==> config.mk <==
export PLATFORM = sky130hd
export DESIGN_NAME = ilme_seq
export DESIGN_NICKNAME = d
export VERILOG_FILES = /design/src/rtl/core/ilme_pkg.sv /design/src/rtl/core/ilme_seq.sv
export VERILOG_INCLUDE_DIRS = /design/src /design/src/rtl/core
export SDC_FILE = /design/constraint.sdc
export NUM_CORES = 1
export LEC_CHECK = 0
export BUFFER_PORTS_ARGS = -buffer_cell sky130_fd_sc_hd__buf_2
export CAP_MARGIN = 20
export CORE_MARGIN = 4
export CORE_UTILIZATION = 57
export CTS_CLUSTER_SIZE = 28
export DETAILED_ROUTE_END_ITERATION = 6
export PLACE_DENSITY = 0.78
export SYNTH_ARGS = -nofsm -noshare
export SYNTH_HDL_FRONTEND = slang
export SYNTH_SLANG_ARGS = --single-unit
==> constraint.sdc <==
create_clock -name clk -period 3.6 [get_ports clk]
set_input_delay 0.18 -clock clk [delete_from_list [all_inputs] [get_ports clk]]
set_output_delay 0.18 -clock clk [all_outputs]
set_load 0.02 [all_outputs]
==> src/rtl/core/indexed_list_move_engine_macros.svh <==
// Assertion macros shared by the list engine RTL
`ifndef INDEXED_LIST_MOVE_ENGINE_MACROS_SVH
`define INDEXED_LIST_MOVE_ENGINE_MACROS_SVH

// Same-cycle implication, sampled on clk, off while rst_n is low
`define ILME_ASSERT_IMP(name, ante, cons) \
  name: assert property (@(posedge clk) disable iff (!rst_n) (ante) |-> (cons)) \
    else $error("list engine assertion failed");

// Next-cycle implication, sampled on clk, off while rst_n is low
`define ILME_ASSERT_NXT(name, ante, cons) \
  name: assert property (@(posedge clk) disable iff (!rst_n) (ante) |=> (cons)) \
    else $error("list engine assertion failed");

`endif

==> src/rtl/core/ilme_pkg.sv <==
// Types and constants of the indexed list move engine
package ilme_pkg;

  localparam int NODE_W     = 10;
  localparam int LINK_DEPTH = 2 ** NODE_W;

  typedef logic [NODE_W-1:0] node_t;

  // Largest item count that init builds
  localparam node_t MAX_ITEMS = node_t'(1022);
  localparam node_t CFG_RESET = node_t'(8);

  typedef enum logic [1:0] {
    CMD_INIT   = 2'd0,
    CMD_BEFORE = 2'd1,
    CMD_AFTER  = 2'd2,
    CMD_QUERY  = 2'd3
  } cmd_t;

  typedef struct packed {
    logic  we;
    node_t waddr;
    node_t wdata;
    node_t raddr;
  } ram_req_t;

  typedef struct packed {
    node_t next_node;
    node_t prev_node;
    logic  error;
  } res_t;

endpackage

==> src/rtl/core/ilme_seq.sv <==
// Command sequencer: read-modify-write of the successor and predecessor link memories
module ilme_seq
  import ilme_pkg::*;
(
  input  logic     clk,
  input  logic     rst_n,
  input  logic     in_valid,
  output logic     in_stall,
  input  logic [1:0] in_command,
  input  node_t    in_move_node,
  input  node_t    in_dest_node,
  input  node_t    num_items,
  input  logic     slot_free,
  output ram_req_t succ_req,
  output ram_req_t pred_req,
  input  node_t    succ_q,
  input  node_t    pred_q,
  output logic     res_load,
  output res_t     res
);

  typedef enum logic [2:0] {
    ST_IDLE,
    ST_INIT,
    ST_QRD,
    ST_UNLINK,
    ST_LINK1,
    ST_LINK2,
    ST_EMIT
  } state_t;

  state_t state_r, state_nxt;
  node_t  len_r, len_nxt;
  node_t  idx_r, idx_nxt;
  cmd_t   cmd_r, cmd_nxt;
  node_t  mv_r, mv_nxt;
  node_t  dst_r, dst_nxt;
  logic   fwd_hit_r, fwd_hit_nxt;
  node_t  fwd_val_r, fwd_val_nxt;
  node_t  l2_r, l2_nxt;
  node_t  r2_r, r2_nxt;
  res_t   res_r, res_nxt;

  logic          accept_slot;
  logic          take;
  cmd_t          in_cmd;
  logic [NODE_W:0] len_p1;
  logic [NODE_W:0] idx_ext;
  logic          idx_last;
  logic          bad_move;
  node_t         clamp_len;
  node_t         dval;
  node_t         l2_c;
  node_t         r2_c;

  assign in_cmd      = cmd_t'(in_command);
  assign accept_slot = (state_r == ST_IDLE) || ((state_r == ST_EMIT) && slot_free);
  assign take        = accept_slot && in_valid;
  assign in_stall    = !accept_slot;
  assign len_p1      = {1'b0, len_r} + {{NODE_W{1'b0}}, 1'b1};
  assign idx_ext     = {1'b0, idx_r};
  assign idx_last    = (idx_ext == len_p1);
  assign clamp_len   = (num_items > MAX_ITEMS) ? MAX_ITEMS : num_items;
  assign bad_move    = (in_move_node == '0) || (in_move_node > len_r) ||
                       (in_dest_node == '0) || (in_dest_node > len_r);
  assign res         = res_r;

  // Destination neighbour read in the unlink cycle, with the unlink write forwarded
  assign dval = fwd_hit_r ? fwd_val_r : ((cmd_r == CMD_BEFORE) ? pred_q : succ_q);
  assign l2_c = (cmd_r == CMD_BEFORE) ? dval : dst_r;
  assign r2_c = (cmd_r == CMD_BEFORE) ? dst_r : dval;

  always_comb begin
    state_nxt   = state_r;
    len_nxt     = len_r;
    idx_nxt     = idx_r;
    cmd_nxt     = cmd_r;
    mv_nxt      = mv_r;
    dst_nxt     = dst_r;
    fwd_hit_nxt = fwd_hit_r;
    fwd_val_nxt = fwd_val_r;
    l2_nxt      = l2_r;
    r2_nxt      = r2_r;
    res_nxt     = res_r;
    res_load    = 1'b0;
    succ_req    = '0;
    pred_req    = '0;
    succ_req.raddr = in_move_node;
    pred_req.raddr = in_move_node;

    unique case (state_r)
      ST_IDLE: begin
        state_nxt = ST_IDLE;
      end
      ST_INIT: begin
        // One node per cycle; the tail sentinel points at itself
        succ_req.we    = 1'b1;
        succ_req.waddr = idx_r;
        succ_req.wdata = idx_last ? idx_r : idx_r + node_t'(1);
        pred_req.we    = 1'b1;
        pred_req.waddr = idx_r;
        pred_req.wdata = (idx_r == '0) ? '0 : idx_r - node_t'(1);
        if (idx_last) begin
          res_nxt   = '{next_node: node_t'(1), prev_node: '0, error: 1'b0};
          state_nxt = ST_EMIT;
        end else begin
          idx_nxt = idx_r + node_t'(1);
        end
      end
      ST_QRD: begin
        res_nxt   = '{next_node: succ_q, prev_node: pred_q, error: 1'b0};
        state_nxt = ST_EMIT;
      end
      ST_UNLINK: begin
        // Join the old neighbours, then look up the destination side
        succ_req.we    = 1'b1;
        succ_req.waddr = pred_q;
        succ_req.wdata = succ_q;
        pred_req.we    = 1'b1;
        pred_req.waddr = succ_q;
        pred_req.wdata = pred_q;
        if (cmd_r == CMD_BEFORE) begin
          pred_req.raddr = dst_r;
          fwd_hit_nxt    = (succ_q == dst_r);
          fwd_val_nxt    = pred_q;
        end else begin
          succ_req.raddr = dst_r;
          fwd_hit_nxt    = (pred_q == dst_r);
          fwd_val_nxt    = succ_q;
        end
        state_nxt = ST_LINK1;
      end
      ST_LINK1: begin
        succ_req.we    = 1'b1;
        succ_req.waddr = l2_c;
        succ_req.wdata = mv_r;
        pred_req.we    = 1'b1;
        pred_req.waddr = r2_c;
        pred_req.wdata = mv_r;
        l2_nxt         = l2_c;
        r2_nxt         = r2_c;
        state_nxt      = ST_LINK2;
      end
      ST_LINK2: begin
        succ_req.we    = 1'b1;
        succ_req.waddr = mv_r;
        succ_req.wdata = r2_r;
        pred_req.we    = 1'b1;
        pred_req.waddr = mv_r;
        pred_req.wdata = l2_r;
        res_nxt        = '{next_node: r2_r, prev_node: l2_r, error: 1'b0};
        state_nxt      = ST_EMIT;
      end
      ST_EMIT: begin
        if (slot_free) begin
          res_load  = 1'b1;
          state_nxt = ST_IDLE;
        end
      end
      default: begin
        state_nxt = ST_IDLE;
      end
    endcase

    // Dispatch a new transfer; its first link read issues this cycle
    if (take) begin
      cmd_nxt = in_cmd;
      mv_nxt  = in_move_node;
      dst_nxt = in_dest_node;
      unique case (in_cmd)
        CMD_INIT: begin
          len_nxt   = clamp_len;
          idx_nxt   = '0;
          state_nxt = ST_INIT;
        end
        CMD_QUERY: begin
          if ({1'b0, in_move_node} > len_p1) begin
            res_nxt   = '{next_node: '0, prev_node: '0, error: 1'b1};
            state_nxt = ST_EMIT;
          end else begin
            state_nxt = ST_QRD;
          end
        end
        CMD_BEFORE, CMD_AFTER: begin
          if (bad_move) begin
            res_nxt   = '{next_node: '0, prev_node: '0, error: 1'b1};
            state_nxt = ST_EMIT;
          end else if (in_move_node == in_dest_node) begin
            state_nxt = ST_QRD;
          end else begin
            state_nxt = ST_UNLINK;
          end
        end
        default: begin
          state_nxt = ST_IDLE;
        end
      endcase
    end
  end

  always_ff @(posedge clk) begin
    if (!rst_n) begin
      state_r <= ST_IDLE;
      len_r   <= '0;
    end else begin
      state_r <= state_nxt;
      len_r   <= len_nxt;
    end
    idx_r     <= idx_nxt;
    cmd_r     <= cmd_nxt;
    mv_r      <= mv_nxt;
    dst_r     <= dst_nxt;
    fwd_hit_r <= fwd_hit_nxt;
    fwd_val_r <= fwd_val_nxt;
    l2_r      <= l2_nxt;
    r2_r      <= r2_nxt;
    res_r     <= res_nxt;
  end

`include "indexed_list_move_engine_macros.svh"

  `ILME_ASSERT_IMP(a_no_write_when_free, accept_slot || state_r == ST_IDLE, !succ_req.we && !pred_req.we)
  `ILME_ASSERT_IMP(a_init_in_bounds, state_r == ST_INIT, idx_ext <= len_p1)
  `ILME_ASSERT_IMP(a_relink_skips_moved, state_r == ST_LINK1, succ_req.waddr != mv_r && pred_req.waddr != mv_r)
  `ILME_ASSERT_NXT(a_result_waits_slot, res_load, state_r == ST_IDLE || state_r == ST_QRD || state_r == ST_INIT || state_r == ST_UNLINK || state_r == ST_EMIT)

endmodule

==> results.ini <==
[floorplan]
coreArea_um2 = 12620
dieArea_um2 = 14790
num_rows = 41
initial_utilization_pct = 58.32
pin_count = 141
dieHeight_um = 121.6
die_x_um = 121.6

[cts]
cts_tree = built
clk_pin_slew_ps = 70
postCtsSetupBuffers = 0
cts-htree-levels = 3
clock_latency_ps = 360
cts_made_buffers = 9
clk_path_buf_depth = 2
ctsHoldBuffers = 0
cts_root_buf = clkbuf_16
clkSinkCount = 97
cts_resized = 0

[route]
ant_nets = 0
drc = 0
vias = 7127
vias_per_cell = 6.274
drt-pass1-iter-count = 5
wire_per_inst_um = 19.97
wl_um = 22690
drt_iter0_markers = 682

[worst_setup_path]
required_ps = 3420
cp.arrival_ps = 2940
endpoint_kind = output pin
startpoint = len_r[0]
critPathMaxFanout = 10
worst_setup_path_start_kind = flip-flop
path_class = flip-flop to output pin
r2r_start = len_r[0]

[global_route]
track_usage_pct = 31.13
grt_pass1_wl_um = 35720
grt_pass1_vias = 6516
grt_max_degree = 40
overflow = 0
antenna_found_initial = 0

[placement]
place.gp.congestion = 0.9225
dp_hpwl_um = 17320
port_buffers = 140

[sta]
final.min_clock_period_ps = 3122
tns_ps = 0
slew_violations = 0
worst_pin_slew_ps = 1052
fmax_mhz = 320.3
rsz0062_at_grt = no
final.period_utilization_pct = 86.73
hold_violations = 0
finalSetupViolCount = 0
slew_headroom_pct = 29.88
fin_worst_skew_ps = 9.178

[logic_synthesis]
synth-seq-area-share_pct = 33.59
ys_types = 69
async_flop_share_pct = 0
syn-num-nets = 942
syn_area_um2 = 7360
ys_ff_latch = 97
syn_inst = 850
synth_edf_count = 53
synth_ff_type = edfxtp_1
syn_area_per_cell_um2 = 8.658
ys_warn_count = 0

[final_layout]
ff_latch_area_um2 = 2472
final_layout_size_suffix_gt1_share_pct = 21.99
finish.utilization_pct = 67.18
multi_input_area_um2 = 4531
syn_to_final_growth_pct = 15.20
n_antenna_cell = 0
final_nets = 1051
nFillCells = 1090

[job]
maxCapViolCount = 0

[worst_hold_path]
min_from = in_dest_node[0]
hold_class = input pin to flip-flop

[pwr]
p_leak_uw = 0.003479
power.density_nw_per_um2 = 711.9
peakVddDrop_mv = 0.3177

[run_status]
status = finished, final reports clean

[synth_stat cells (all sizes together) (10+ instances only)]
master  number  area, µm²
a211oi      27      207.7
a21oi       43      215.2
a221o       20      200.2
a22o        24      210.2
buf         18      98.84
clkbuf      42      157.7
dfxtp       44      880.8
edfxtp      53       1592
ha          36      450.4
inv         33      123.9
mux2        18      202.7
mux2i       38      380.4
nand2      129      484.2
nand2b      12      75.07
nand3       26      135.1
nand4       20      131.4
nor2        69      259.0
nor2b       15      93.84
nor4        10      62.56
o21ai       46      234.0
o221ai      12      105.1
xnor2       25      219.0
xor2        13      113.9
[report_power, final]
part           internal, µW  switching, µW  total (µW)
clock                   551            463        1010
combinational          1130           2090        3220
sequential             1500            305        1800
total                  3180           2860        6040
[per-stage QoR]
stage	setup WS (ps)	hold slack [ps]	area, µm²	power (µW)	instances
after global placement	842.1	414.3	8178	4950	1120
after global routing	280.8	49.14	8478	6395	1136
after detailed placement	708.4	419.9	8178	4985	1120
after CTS	488.9	44.16	8478	5991	1136
after floorplan	978.3	278.9	7360	4003	850
final	477.7	50.93	8478	6036	1136
[layout by cell type, fill, tap and decap left out, types with 3 or more instances in the layout]
cell / count
nand3_1: 25
ha_1: 36
nor4_1: 10
or4_1: 4
nor2_2: 3
nor2_1: 66
xnor2_1: 25
buf_4: 18
edfxtp_1: 53
a2111oi_2: 3
nor2b_1: 14
xnor3_1: 6
nand2b_1: 12
a21oi_1: 43
buf_2: 140
a221o_1: 20
nor3_1: 7
a22o_1: 24
a211oi_1: 26
mux2i_1: 38
a211o_1: 3
a311oi_1: 3
o21ai_0: 44
mux2_2: 18
xor2_1: 13
inv_1: 32
nand4_1: 19
nand2_1: 129
o221ai_1: 12
clkbuf_16: 9
dfxtp_1: 44
a31oi_1: 5
o211ai_1: 7
a21o_1: 4
[worst paths after layout]
path,endpoint,slack (ps),cells past startpoint
min reg2reg,res[10],500,2
max reg2reg,res[3],680,12
min,dst_r[0],50,1
max,succ_req[11],480,8
[routing by layer]
layer	part of all wire [%]	GRT usage, %	up-vias
li1	-	-	3365
met1	41	41.14	3327
met2	47	50.81	380
met3	8.4	5.107	55
met4	3.7	13.03	0
met5	0	0	-
[critical path, cell delays in order, from the launching register on]
cell	delay [ps]
dfxtp_1	490
ha_1	260
nand3_2	170
xnor3_1	240
and4_1	230
nand4_1	390
o21ai_2	420
o221ai_1	190
buf_2	200
[state kept, by name, indices dropped and copies added, names as in the netlist]
| name | count |
|---|---|
| dst_r | 10 |
| res | 21 |
| fwd_hit_r | 1 |
| fwd_val_r | 10 |
| cmd_r | 2 |
| l2_r | 10 |
| mv_r | 10 |
| r2_r | 10 |
| state_r | 3 |
| len_r | 10 |
| idx_r | 10 |
[area by class of cell]
| cell class | count | share of cell area, % |
|---|---|---|
| clock buffers | 10 | 2.701 |
| clock inverters | 6 | 0.8412 |
| well taps | 172 | 2.538 |
| repair buffers | 158 | 9.858 |
| multi-input cells | 660 | 53.44 |
| inverters | 33 | 1.461 |
| flip-flops and latches | 97 | 29.16 |
[cells by family (layout without fill, tap and decap cells)]
logic type	Yosys count	after routing	share of synthesized area, %
compound gates	219	219	21.64
buf+inv	93	207	5.168
fa+ha+maj	36	36	6.120
mux	56	56	7.922
xor+xnor	44	44	6.358
simple gates	305	305	19.19
flops	97	97	33.59
Note: power is estimated with default switching activity, not from simulation.
